[config.mk]
export PLATFORM = sky130hd
export DESIGN_NAME = thermistor_table_interpolation_core
export DESIGN_NICKNAME = d
export VERILOG_FILES = /design/src/hdl/tti_pkg.sv /design/src/hdl/tti_ram.sv /design/src/hdl/tti_div.sv /design/src/hdl/thermistor_table_interpolation_core.sv
export SDC_FILE = /design/constraint.sdc
export NUM_CORES = 2
export LEC_CHECK = 0
export ABC_CLOCK_PERIOD_IN_PS = 15000
export BUFFER_PORTS_ARGS = -buffer_cell sky130_fd_sc_hd__buf_2
export CORE_AREA = 2 2 308 249
export CTS_CLUSTER_DIAMETER = 100
export DETAILED_ROUTE_END_ITERATION = 8
export DIE_AREA = 0 0 310 251
export PLACE_DENSITY = 0.85
export REMOVE_ABC_BUFFERS = 1
export SLEW_MARGIN = 5
export SYNTH_ARGS = -nofsm -noshare
export SYNTH_HDL_FRONTEND = slang
export SYNTH_SLANG_ARGS = --single-unit
[constraint.sdc]
create_clock -name clk_i -period 15 [get_ports clk_i]
set_input_delay 0.75 -clock clk_i [delete_from_list [all_inputs] [get_ports clk_i]]
set_output_delay 0.75 -clock clk_i [all_outputs]
set_load 0.05 [all_outputs]
[src/hdl/tti_pkg.sv]
// shared types, constants and resistance table for the thermistor interpolation core
package tti_pkg;

  // default sizes
  localparam int ADC_BITS_DEF     = 10;
  localparam int TABLE_POINTS_DEF = 37;

  // fixed field widths
  localparam int SERIES_W  = 20;
  localparam int RES_W     = 19;
  localparam int TEMP_W    = 10;
  localparam int STEP_W    = 6;
  localparam int TBL_IDX_W = 6;

  localparam logic [SERIES_W-1:0] SERIES_RESET = 20'd2200;

  // temperature axis of the table
  localparam int TEMP_FIRST    = -40;
  localparam int TEMP_STEP     = 5;
  localparam int TEMP_ABS_ZERO = -273;

  // result status codes
  typedef enum logic [1:0] {
    ST_OK    = 2'd0,
    ST_RANGE = 2'd1,
    ST_ZERO  = 2'd2
  } status_e;

  // request to the shared divider
  typedef struct packed {
    logic              start;
    logic [STEP_W-1:0] steps;
  } div_req_t;

  // thermistor resistance in tenths of an ohm, -40 C upwards in 5 C steps
  function automatic logic [RES_W-1:0] res_entry(input logic [TBL_IDX_W-1:0] idx);
    logic [RES_W-1:0] r;
    case (idx)
      6'd0:    r = 19'd448640;
      6'd1:    r = 19'd336760;
      6'd2:    r = 19'd255240;
      6'd3:    r = 19'd195250;
      6'd4:    r = 19'd150670;
      6'd5:    r = 19'd117240;
      6'd6:    r = 19'd91950;
      6'd7:    r = 19'd72660;
      6'd8:    r = 19'd57840;
      6'd9:    r = 19'd46360;
      6'd10:   r = 19'd37400;
      6'd11:   r = 19'd30370;
      6'd12:   r = 19'd24800;
      6'd13:   r = 19'd20380;
      6'd14:   r = 19'd16830;
      6'd15:   r = 19'd13980;
      6'd16:   r = 19'd11670;
      6'd17:   r = 19'd9789;
      6'd18:   r = 19'd8250;
      6'd19:   r = 19'd6985;
      6'd20:   r = 19'd5940;
      6'd21:   r = 19'd5072;
      6'd22:   r = 19'd4349;
      6'd23:   r = 19'd3743;
      6'd24:   r = 19'd3234;
      6'd25:   r = 19'd2804;
      6'd26:   r = 19'd2440;
      6'd27:   r = 19'd2130;
      6'd28:   r = 19'd1866;
      6'd29:   r = 19'd1640;
      6'd30:   r = 19'd1445;
      6'd31:   r = 19'd1278;
      6'd32:   r = 19'd1133;
      6'd33:   r = 19'd1007;
      6'd34:   r = 19'd898;
      6'd35:   r = 19'd802;
      6'd36:   r = 19'd719;
      default: r = '0;
    endcase
    return r;
  endfunction

endpackage

[src/hdl/tti_ram.sv]
// generic single-port-write ram with registered read
module tti_ram #(
  parameter int WIDTH = 8,
  parameter int DEPTH = 2
) (
  input  logic                     clk_i,
  input  logic                     we_i,
  input  logic [$clog2(DEPTH)-1:0] waddr_i,
  input  logic [WIDTH-1:0]         wdata_i,
  input  logic [$clog2(DEPTH)-1:0] raddr_i,
  output logic [WIDTH-1:0]         rdata_o
);

  logic [WIDTH-1:0] mem_q [DEPTH];
  logic [WIDTH-1:0] rdata_q;

  // write port
  always_ff @(posedge clk_i) begin
    if (we_i) begin
      mem_q[waddr_i] <= wdata_i;
    end
  end

  // registered read port
  always_ff @(posedge clk_i) begin
    rdata_q <= mem_q[raddr_i];
  end

  assign rdata_o = rdata_q;

endmodule

[src/hdl/tti_div.sv]
// restoring divider, one quotient bit per cycle, preloadable remainder
module tti_div import tti_pkg::*; #(
  parameter int NUM_W = 34,
  parameter int DIV_W = 19
) (
  input  logic             clk_i,
  input  logic             rst_ni,
  input  div_req_t         req_i,
  input  logic [DIV_W-1:0] rem_i,
  input  logic [NUM_W-1:0] dvd_i,
  input  logic [DIV_W-1:0] dvs_i,
  output logic             done_o,
  output logic [NUM_W-1:0] quo_o,
  output logic [DIV_W-1:0] rem_o
);

  logic              busy_q, busy_d;
  logic              done_q, done_d;
  logic [STEP_W-1:0] cnt_q, cnt_d;
  logic [DIV_W-1:0]  rem_q, rem_d;
  logic [NUM_W-1:0]  dvd_q, dvd_d;
  logic [DIV_W-1:0]  dvs_q, dvs_d;
  logic [DIV_W:0]    rem_sh;
  logic              fits;

  // one compare and subtract step
  assign rem_sh = {rem_q, dvd_q[NUM_W-1]};
  assign fits   = (rem_sh >= {1'b0, dvs_q});

  always_comb begin
    busy_d = busy_q;
    done_d = 1'b0;
    cnt_d  = cnt_q;
    rem_d  = rem_q;
    dvd_d  = dvd_q;
    dvs_d  = dvs_q;
    if (req_i.start) begin
      busy_d = 1'b1;
      cnt_d  = req_i.steps;
      rem_d  = rem_i;
      dvd_d  = dvd_i;
      dvs_d  = dvs_i;
    end else if (busy_q) begin
      dvd_d = {dvd_q[NUM_W-2:0], fits};
      if (fits) begin
        rem_d = DIV_W'(rem_sh - {1'b0, dvs_q});
      end else begin
        rem_d = rem_sh[DIV_W-1:0];
      end
      cnt_d = cnt_q - STEP_W'(1);
      if (cnt_q == STEP_W'(1)) begin
        busy_d = 1'b0;
        done_d = 1'b1;
      end
    end
  end

  // control state
  always_ff @(posedge clk_i or negedge rst_ni) begin
    if (!rst_ni) begin
      busy_q <= 1'b0;
      done_q <= 1'b0;
      cnt_q  <= '0;
    end else begin
      busy_q <= busy_d;
      done_q <= done_d;
      cnt_q  <= cnt_d;
    end
  end

  // datapath
  always_ff @(posedge clk_i) begin
    rem_q <= rem_d;
    dvd_q <= dvd_d;
    dvs_q <= dvs_d;
  end

  assign done_o = done_q;
  assign quo_o  = dvd_q;
  assign rem_o  = rem_q;

endmodule

[src/hdl/thermistor_table_interpolation_core.sv]
// top level: thermistor resistance from adc code, table scan and linear interpolation
//
//  channel   signals                               transaction taken when
//  -------   -----------------------------------   ---------------------------
//  command   start, busy, adc_code_i               start high, busy low
//  result    done_o, temperature_c_o, status_o     done_o high (one cycle)
//  config    cfg_valid_i, cfg_ready_o, cfg_data_i  cfg_valid_i and cfg_ready_o
//
// a zero or full-scale code gives its result in the next cycle; any other code keeps
// busy high through the multiply, the SERIES_W + ADC_BITS + 4 step divide on the shared
// divider, a scan of the one-read-per-cycle table memory and the interpolation divide;
// done_o rises in the same cycle that busy falls
// after reset busy stays high while the table memory is filled
// config writes are taken at any time; results show for one cycle, the receiver cannot stall
module thermistor_table_interpolation_core import tti_pkg::*; #(
  parameter int ADC_BITS     = ADC_BITS_DEF,
  parameter int TABLE_POINTS = TABLE_POINTS_DEF
) (
  input  logic                     clk_i,
  input  logic                     rst_ni,
  input  logic                     start,
  output logic                     busy,
  input  logic [ADC_BITS-1:0]      adc_code_i,
  output logic                     done_o,
  output logic signed [TEMP_W-1:0] temperature_c_o,
  output logic [1:0]               status_o,
  input  logic                     cfg_valid_i,
  output logic                     cfg_ready_o,
  input  logic [SERIES_W-1:0]      cfg_data_i
);

  localparam int PROD_W = SERIES_W + ADC_BITS;
  localparam int NUM_W  = PROD_W + 4;
  localparam int DIV_W  = (ADC_BITS > RES_W) ? ADC_BITS : RES_W;
  localparam int AW     = $clog2(TABLE_POINTS);
  localparam int IW     = $clog2(TABLE_POINTS + 1);

  typedef enum logic [8:0] {
    S_FILL  = 9'b000000001,
    S_IDLE  = 9'b000000010,
    S_MUL   = 9'b000000100,
    S_DIV1L = 9'b000001000,
    S_DIV1  = 9'b000010000,
    S_HEAD  = 9'b000100000,
    S_SCAN  = 9'b001000000,
    S_INTP  = 9'b010000000,
    S_DIV2  = 9'b100000000
  } state_e;

  state_e                   state_q, state_d;
  logic [SERIES_W-1:0]      series_q;
  logic [AW-1:0]            fill_q, fill_d;
  logic [IW-1:0]            idx_q, idx_d;
  logic                     first_q, first_d;
  logic [ADC_BITS-1:0]      code_q, code_d;
  logic [PROD_W-1:0]        prod_q, prod_d;
  logic [NUM_W-1:0]         r10_q, r10_d;
  logic [RES_W-1:0]         hi_q, hi_d;
  logic [RES_W-1:0]         d_q, d_d;
  logic [RES_W-1:0]         span_q, span_d;
  logic [AW-1:0]            seg_q, seg_d;
  logic [TEMP_W-1:0]        t1_q, t1_d;
  logic                     done_q, done_d;
  logic [TEMP_W-1:0]        temp_q, temp_d;
  status_e                  status_q, status_d;

  logic                     ram_we;
  logic [AW-1:0]            ram_raddr;
  logic [RES_W-1:0]         ram_rdata;
  div_req_t                 div_req;
  logic [DIV_W-1:0]         div_rem_in;
  logic [NUM_W-1:0]         div_dvd_in;
  logic [DIV_W-1:0]         div_dvs_in;
  logic                     div_done;
  logic [NUM_W-1:0]         div_quo;
  logic [DIV_W-1:0]         div_rem;
  logic [RES_W+2:0]         five_d;
  logic                     hit;
  logic [TEMP_W-1:0]        sum;
  logic [ADC_BITS-1:0]      full_code;

  assign full_code = {ADC_BITS{1'b1}};

  // resistance table memory
  tti_ram #(
    .WIDTH (RES_W),
    .DEPTH (TABLE_POINTS)
  ) u_table (
    .clk_i   (clk_i),
    .we_i    (ram_we),
    .waddr_i (fill_q),
    .wdata_i (res_entry(TBL_IDX_W'(fill_q))),
    .raddr_i (ram_raddr),
    .rdata_o (ram_rdata)
  );

  // shared divider for resistance and interpolation fraction
  tti_div #(
    .NUM_W (NUM_W),
    .DIV_W (DIV_W)
  ) u_div (
    .clk_i  (clk_i),
    .rst_ni (rst_ni),
    .req_i  (div_req),
    .rem_i  (div_rem_in),
    .dvd_i  (div_dvd_in),
    .dvs_i  (div_dvs_in),
    .done_o (div_done),
    .quo_o  (div_quo),
    .rem_o  (div_rem)
  );

  // table read address, held in range after the last entry
  assign ram_raddr = (idx_q < IW'(TABLE_POINTS)) ? idx_q[AW-1:0] : '0;
  assign ram_we    = (state_q == S_FILL);

  // bracket test of the current segment: hi_q is the upper end, ram data the lower
  assign hit = (r10_q <= NUM_W'(hi_q)) && (r10_q >= NUM_W'(ram_rdata)) &&
               (hi_q > ram_rdata);

  // five times the distance into the segment
  assign five_d = {d_q, 2'b00} + (RES_W+3)'(d_q);

  // whole part of the interpolated temperature
  assign sum = t1_q + TEMP_W'(div_quo[2:0]);

  // divider operands
  always_comb begin
    div_req.start = 1'b0;
    div_req.steps = STEP_W'(NUM_W);
    div_rem_in    = '0;
    div_dvd_in    = NUM_W'({prod_q, 3'b000}) + NUM_W'({prod_q, 1'b0});
    div_dvs_in    = DIV_W'(full_code - code_q);
    if (state_q == S_DIV1L) begin
      div_req.start = 1'b1;
    end else if (state_q == S_INTP) begin
      div_req.start = 1'b1;
      div_req.steps = STEP_W'(3);
      div_rem_in    = DIV_W'(five_d >> 3);
      div_dvd_in    = {five_d[2:0], {(NUM_W-3){1'b0}}};
      div_dvs_in    = DIV_W'(span_q);
    end
  end

  // sequencer
  always_comb begin
    state_d  = state_q;
    fill_d   = fill_q;
    idx_d    = idx_q;
    first_d  = first_q;
    code_d   = code_q;
    prod_d   = prod_q;
    r10_d    = r10_q;
    hi_d     = hi_q;
    d_d      = d_q;
    span_d   = span_q;
    seg_d    = seg_q;
    t1_d     = t1_q;
    done_d   = 1'b0;
    temp_d   = temp_q;
    status_d = status_q;
    case (state_q)
      S_FILL: begin
        fill_d = fill_q + AW'(1);
        if (fill_q == AW'(TABLE_POINTS - 1)) begin
          state_d = S_IDLE;
        end
      end
      S_IDLE: begin
        if (start) begin
          code_d = adc_code_i;
          if (adc_code_i == '0) begin
            done_d   = 1'b1;
            temp_d   = TEMP_W'(TEMP_ABS_ZERO);
            status_d = ST_ZERO;
          end else if (adc_code_i == full_code) begin
            done_d   = 1'b1;
            temp_d   = '0;
            status_d = ST_RANGE;
          end else begin
            state_d = S_MUL;
          end
        end
      end
      S_MUL: begin
        prod_d  = PROD_W'(series_q) * PROD_W'(code_q);
        state_d = S_DIV1L;
      end
      S_DIV1L: begin
        state_d = S_DIV1;
      end
      S_DIV1: begin
        idx_d = '0;
        if (div_done) begin
          r10_d   = div_quo;
          state_d = S_HEAD;
        end
      end
      S_HEAD: begin
        idx_d   = IW'(1);
        first_d = 1'b1;
        state_d = S_SCAN;
      end
      S_SCAN: begin
        if (first_q) begin
          hi_d    = ram_rdata;
          first_d = 1'b0;
          idx_d   = idx_q + IW'(1);
        end else if (hit) begin
          d_d     = hi_q - r10_q[RES_W-1:0];
          span_d  = hi_q - ram_rdata;
          seg_d   = AW'(idx_q - IW'(2));
          state_d = S_INTP;
        end else if (idx_q == IW'(TABLE_POINTS)) begin
          done_d   = 1'b1;
          temp_d   = '0;
          status_d = ST_RANGE;
          state_d  = S_IDLE;
        end else begin
          hi_d  = ram_rdata;
          idx_d = idx_q + IW'(1);
        end
      end
      S_INTP: begin
        t1_d    = TEMP_W'(TEMP_FIRST) + TEMP_W'(seg_q * TEMP_STEP);
        state_d = S_DIV2;
      end
      S_DIV2: begin
        if (div_done) begin
          done_d   = 1'b1;
          status_d = ST_OK;
          // truncate toward zero: negative values with a fraction round up
          if (sum[TEMP_W-1] && (div_rem != '0)) begin
            temp_d = sum + TEMP_W'(1);
          end else begin
            temp_d = sum;
          end
          state_d = S_IDLE;
        end
      end
      default: begin
        state_d = S_IDLE;
      end
    endcase
  end

  // control state
  always_ff @(posedge clk_i or negedge rst_ni) begin
    if (!rst_ni) begin
      state_q  <= S_FILL;
      fill_q   <= '0;
      idx_q    <= '0;
      first_q  <= 1'b0;
      done_q   <= 1'b0;
      series_q <= SERIES_RESET;
    end else begin
      state_q <= state_d;
      fill_q  <= fill_d;
      idx_q   <= idx_d;
      first_q <= first_d;
      done_q  <= done_d;
      if (cfg_valid_i && cfg_ready_o) begin
        series_q <= cfg_data_i;
      end
    end
  end

  // datapath
  always_ff @(posedge clk_i) begin
    code_q   <= code_d;
    prod_q   <= prod_d;
    r10_q    <= r10_d;
    hi_q     <= hi_d;
    d_q      <= d_d;
    span_q   <= span_d;
    seg_q    <= seg_d;
    t1_q     <= t1_d;
    temp_q   <= temp_d;
    status_q <= status_d;
  end

  assign busy            = (state_q != S_IDLE);
  assign cfg_ready_o     = 1'b1;
  assign done_o          = done_q;
  assign temperature_c_o = temp_q;
  assign status_o        = status_q;

`ifndef ASSERT_OFF
  // an accepted command either starts work or answers at once
  a_accept_progress: assert property (@(posedge clk_i) disable iff (!rst_ni)
    (start && !busy) |=> (busy || done_o))
    else $error("accepted command neither busy nor answered");

  // a result is only shown once the sequencer is back to idle
  a_done_idle: assert property (@(posedge clk_i) disable iff (!rst_ni)
    done_o |-> !busy)
    else $error("result strobe while busy");

  // divider finishes only while the sequencer waits for it
  a_div_owner: assert property (@(posedge clk_i) disable iff (!rst_ni)
    div_done |-> (state_q == S_DIV1 || state_q == S_DIV2))
    else $error("divider finished outside a divide state");

  // out-of-table results carry a zero temperature
  a_range_zero: assert property (@(posedge clk_i) disable iff (!rst_ni)
    (done_o && status_o == ST_RANGE) |-> (temperature_c_o == '0))
    else $error("range status with non-zero temperature");
`endif

endmodule
### Word level (Yosys, flattened, before mapping)

Memory sizes are Yosys's and may differ from the RTL's. A register that Yosys moved wholly into a read port is not among the register bits.
Cells that the tools add are included.

* $lt $le $gt $ge: 5
* reductions and logical operators: 16
* bitwise logic cells: 1
* equality and inequality tests: 29
* multiplexer cells: 68
* add/sub/neg operators: 13
* multipliers: 2

Operator list (count)
* 19-bit 2-to-1 mux: 10
* 34-bit 2-to-1 mux: 4
* 9-bit 2-to-1 mux: 9
* 9-bit case mux with 9 select lines: 1
* 10-bit 2-to-1 mux: 8
* 19-bit subtractor: 3
* 6-bit 2-to-1 mux: 7
* 33-bit by 31-bit adder with 34-bit output: 1
* 34-bit by 19-bit greater-or-equal comparator with 1-bit output: 1
* 34-bit by 19-bit less-or-equal comparator with 1-bit output: 1
* 20-bit by 10-bit multiplier with 30-bit output: 1
* 10-bit case mux with 3 select lines: 1
* 21-bit by 19-bit adder with 22-bit output: 1
* 20-bit by 19-bit greater-or-equal comparator with 1-bit output: 1
* 19-bit > comparator: 1
* 19-bit nonzero test: 1
* 6-bit case mux with 3 select lines: 1
* 1-bit 2-to-1 mux: 16
* 2-bit inequality test (second input constant): 8
* 2-bit 2-to-1 mux: 7
* 6-bit by 1-bit adder with 6-bit output (second input constant): 2
* 6-bit == test (second input constant): 2
* 3-bit inequality test (second input constant): 4
* 10-bit by 10-bit subtractor with 11-bit output (first input constant): 1
* 33 further kinds: 42

* RAM bits: 703
* logic and storage cells: 158
* flip-flop bits (word level): 282
* bits in read-only memories: 1216
* output and inout port bits: 15
* memories kept: 2

Memories
* (no name shown): depth 64, bits a word 19, read ports 1, clocked after Yosys merged registers in 0, wr ports 0, line tti_pkg.sv:38 `case (idx)`
* u_table.mem_q: depth 37, bits a word 19, read ports 1, clocked after Yosys merged registers in 1, wr ports 1, line tti_ram.sv:14 `logic [WIDTH-1:0] mem_q [DEPTH];`

### Depth between registers and ports, before layout

* depth after elaboration: 6
* gate-level depth with buffers: 22
* depth with buffers taken out: 21

### Modules after synthesis

Synthesis repeated with hierarchy kept, for this count alone.

* cells, all modules: 4012
* area, all modules: 52835.7 um^2

Modules (own cells, without submodules)
* tti_ram: cells an instance 1467, instances 1, area each 28021.9 um^2, sequential area each 21490.6 um^2
* thermistor_table_interpolation_core: cells an instance 2159, instances 1, area each 20322.0 um^2, sequential area each 5856.9 um^2
* tti_div: cells an instance 386, instances 1, area each 4491.8 um^2, sequential area each 2362.3 um^2

### Worst setup path before layout

No wires, ideal clock.

* kind: flip-flop to flip-flop
* from: reg series_q[7]
* to: reg prod_q[28] (data pin)
* clock period less this slack: 5.604 ns
* stages on the path, launching flop included: 21
* setup slack: 9.396 ns
* data required time: 14.742 ns
* buffers on the path: 1
* data arrival time: 5.346 ns
* path through: dfstp_2 -> clkbuf_1 -> nand2_1 -> fa_1 -> inv_1 -> fa_1 -> inv_1 -> fa_1 -> inv_1 -> fa_1 -> fa_1 -> ha_1 -> nor4_1 -> o21ai_0 -> a41oi_1 -> nor3b_1 -> o41ai_2 -> o21a_1 -> o2111ai_1 -> a21oi_1 -> xnor2_1

* word-level cells in the longest chain between the ends: 1

Ends and longest elaborated chain
* from (decl): line thermistor_table_interpolation_core.sv:51 `logic [SERIES_W-1:0] series_q;`
* from (signal assigned): line thermistor_table_interpolation_core.sv:263 `series_q <= cfg_data_i;`
* 20-bit by 10-bit multiplier with 30-bit output: line thermistor_table_interpolation_core.sv:186 `prod_d = PROD_W'(series_q) * PROD_W'(code_q);`
* to (signal assigned): line thermistor_table_interpolation_core.sv:271 `prod_q <= prod_d;`
* to (decl): line thermistor_table_interpolation_core.sv:56 `logic [PROD_W-1:0] prod_q, prod_d;`

No other way between the ends.
A chain may end at the register's enable or synchronous reset.

### Worst setup path after layout

* from: reg code_q[1]
* to: reg prod_q[28] (data pin)

* word-level cells in the longest chain between the ends: 1

Ends and longest elaborated chain
* from (decl): line thermistor_table_interpolation_core.sv:55 `logic [ADC_BITS-1:0] code_q, code_d;`
* from (signal assigned): line thermistor_table_interpolation_core.sv:270 `code_q <= code_d;`
* 20-bit by 10-bit multiplier with 30-bit output: line thermistor_table_interpolation_core.sv:186

No other way between the ends.

==> metrics.md <==
| Metric | Value |
|---|---|
| GR Layer Usage met1 | 47.6% |
| Dpl hpwl | approximately 79,000 µm |
| Core area | 0.0748 mm² |
| Final setup TNS | 0 ns |
| CTS Hold Bufs | 0 |
| # nets final | 4,314 |
| Num CTS Buffers | 94 |
| Via density per instance | 6.86 |
| Post-Syn Instances | 3,896 |
| Switching power share of the total | about two fifths |
| Max Freq | approximately 0.16 GHz |
| Skew final | 0.0276 ns |
| Gr ovfl total | 0 |
| Max Cap Viol | 0 |
| CP startpoint | code_q[1]$_DFFE_PP_ |
| Final min period | 6.37 ns |
| GRT Max-Usage Layer | met2 |
| FILL cells | 4,394 |
| Die height | 251 µm |
| Post-synth EDFFs | 934 |
| Vias in the first global route | 33,400 |
| Setup CP Type | reg -> reg |
| Clock share of power | 20.9% |
| Count of cell types in the netlist | between 80 and 90 |
| Power Density | between 200 and 250 mW/mm² |
| Site Rows | 90 |
| Sequential power share | 32.3% |
| Fin Hold WS | 0.197 ns |
| Synthesis-to-layout area growth | 8.74% |
| Wirelength, routed | 129,000 µm |
| Effective utilization at floorplan | between 60% and 70% |
| Post-synthesis sequential area ratio | 58.1% |
| Yosys top cell area share | 54.8% |
| Worst Setup Start Kind | flip-flop |
| Count of final setup violators | 0 |
| RSZ-0062 raised after global routing | false |
| Commonest cells after routing, fill and taps aside | 934 x edfxtp_1, 279 x inv_1, 272 x a21oi_1, 270 x nand2_1, 236 x ha_1 |
| All-Layer GR Usage | 33.5% |
| Drt initial violations | roughly 5,100 |
| First-pass DRT Iterations | 7 |
| Clk_lat worst skew | 0.68 ns |
| CTS H-Tree Depth | 3 |
| Routed via count | 34,200 |
| Dominant synthesized flop cell | edfxtp_1 |
| Psw | 4390 µW |
| WP data required | approximately 15 ns |
| Boundary Pins | 49 |
| Critical Path Fanout Max | 21 |
| Maximum clock path buffer count | 3 |
| TritonCTS clock tree | done |
| Async SR Flop Fraction | around 5% |
| Most common cell after layout, fill and taps aside | edfxtp_1 |
| Hold crit path type | in -> async |
| Status | complete, no violations |
| Leading area contributor after synthesis | edfxtp_1 |
| Cell area after synthesis | 0.0512 mm² |
| Synth top area cells | edfxtp_1 55%, fa_1 5.9%, ha_1 5.8% |
| Initial antenna violation count | 6 |
| Internal power | 7080 µW |
| WP data arrival | 6.80 ns |
| Leakage | 0.0201 µW |
| Register area | 0.0297 mm² |
| GR met3 Demand/Resource | between 9 and 10% |
| Post-CTS resize count | 0 |
| Crit end category | flip-flop |
| Total chip power | 11,500 µW |
| GR Util met2 | about half |
| Largest net degree at the start of global routing | 135 |
| Layout cells sized above 1 | 10.8% |
| Logic pwr share | around 47% |
| Post-CTS setup buffer count | 0 |
| Root Buffer | clkbuf_16 |
| Area after DPL | 0.0525 mm² |
| Post-route ant nets | 0 |
| YS warnings | 0 |
| RePlAce Congestion | between 0.9 and 1 |
| Fin area | 0.0556 mm² |
| Number of port buffers | 47 |
| Clock-pin slew on the worst setup and hold paths | 0.07 ns |
| Die width | 310 µm |
| Multi-input gate area | 0.0198 mm² |
| DRC violations left | 0 |
| Die area | 0.0778 mm² |
| Yosys reg bits | 1,004 |
| Max VDD drop | 0.000403 V |
| Final slew viol count | 0 |
| WL/cell | 25.9 µm |
| R2r startpoint | code_q[1]$_DFFE_PP_ |
| Clock Sinks | 1,004 |
| Worst slew pin tran | 1.31 ns |
| Max_slew headroom | 12.3% |
| Final hold vios | 0 |
| First-pass GRT wire length | just under 200,000 µm |
| Syn Area/Cell | between 10 and 15 µm² |
| Final period util | between 40% and 50% |
==> sequential cells by signal, indices dropped and copies added, names as in the netlist, 9 cells and up <==
register,count
state_q,9
code_q,10
u_table.mem_q,703
d_q,19
series_q,20
hi_q,19
temperature_c_o,10
u_div.rem_o,19
prod_q,30
span_q,19
u_div.quo_o,34
u_table.rdata_o,19
r10_q,34
u_div.dvs_q,19
t1_q,10
==> synth_stat cells (39+ instances only) <==
| cell type | count |
|---|---|
| inv_1 | 279 |
| a211oi_1 | 98 |
| dfrtp_1 | 46 |
| xor2_1 | 59 |
| ha_1 | 236 |
| and2_1 | 111 |
| a21oi_1 | 273 |
| a21o_1 | 54 |
| clkbuf_1 | 153 |
| xnor2_1 | 80 |
| fa_1 | 151 |
| nor2_1 | 196 |
| edfxtp_1 | 934 |
| mux4_2 | 76 |
| o22ai_1 | 39 |
| nand2_1 | 274 |
| nor3_1 | 46 |
| o21ai_0 | 127 |
| o221ai_1 | 154 |
==> worst paths after layout <==
check,to,slack (ns),cells past startpoint
setup / recovery,prod_q[28]$_DFFE_PP_,8.63,19
min in group clk_i,code_q[3]$_DFFE_PP_,0.29,1
setup reg to reg,prod_q[28]$_DFFE_PP_,8.63,19
hold reg to reg,hi_q[11]$_DFFE_PP_,0.43,0
hold / removal,series_q[13]$_DFFE_PN0P_,0.20,2
max in group asynchronous,idx_q[0]$_DFFE_PN0P_,14.23,2
==> final cells by class <==
cell class / instances / share of cell area [%]
well taps: 1012 / 2.28
diodes: 1 / 0.00450
multi-input cells: 2404 / 35.6
inverters: 281 / 1.90
clock inverters: 53 / 1.06
repair buffers: 108 / 1.30
clock buffers: 121 / 4.49
flip-flops and latches: 1004 / 53.4
==> critical path, stage by stage (launching register included) <==
cell	delay, ns
edfxtp_1	0.84
nand2_1	0.20
fa_1	0.58
inv_1	0.06
fa_1	0.51
inv_1	0.06
fa_1	0.53
inv_1	0.05
fa_1	0.49
fa_1	0.41
ha_1	0.24
nor4_1	0.22
o21ai_0	0.18
a41oi_1	0.51
nor3b_1	0.16
o41ai_2	0.42
o21a_1	0.25
o2111ai_1	0.15
a21oi_1	0.20
xnor2_1	0.08
==> stage by stage <==
| stage | instances | utilization [%] | worst slack (ns) |
|---|---|---|---|
| 2_1_floorplan | 3689 | - | 3.14 |
| 3_3_place_gp | 4808 | 70.2 | 8.91 |
| 3_5_place_dp | 4809 | 70.3 | 8.67 |
| 4_1_cts | 4983 | 74.4 | 8.67 |
| 5_1_grt | 4983 | 74.4 | 8.28 |
| 6_report | 4984 | 74.4 | 8.63 |
==> per-layer routing <==
metal  wire length [µm]  share of wire [%]
met5                 52              0.040
met2              58100                 45
met1              48700                 38
met3              16800                 13
met4               5220                4.0
==> power groups by stage <==
stage / Clock (µW) / Combinational [µW] / Sequential (µW)
finish: 2400 / 5360 / 3710
global route: 2490 / 6020 / 3730
CTS: 2400 / 5320 / 3700
detailed placement: 0 / 5230 / 3760
global placement: 0 / 5050 / 3750
floorplan: 0 / 4120 / 3690
==> kinds of logic (layout without fill, tap and decap cells) <==
logic type / after synthesis / in the layout / synth area share [%]
AO/OA/AOI/OAI: 944 / 944 / 12.4
XOR/XNOR: 139 / 139 / 2.38
buffers and inverters: 488 / 563 / 3.70
adder cells (fa/ha/maj): 387 / 387 / 11.7
flip-flops: 1004 / 1004 / 58.1
other: 1 / 2 / 0.00733
AND/OR/NAND/NOR: 829 / 829 / 7.77
multiplexers: 104 / 104 / 3.94
No activity file was read; power rests on OpenSTA's default activity.
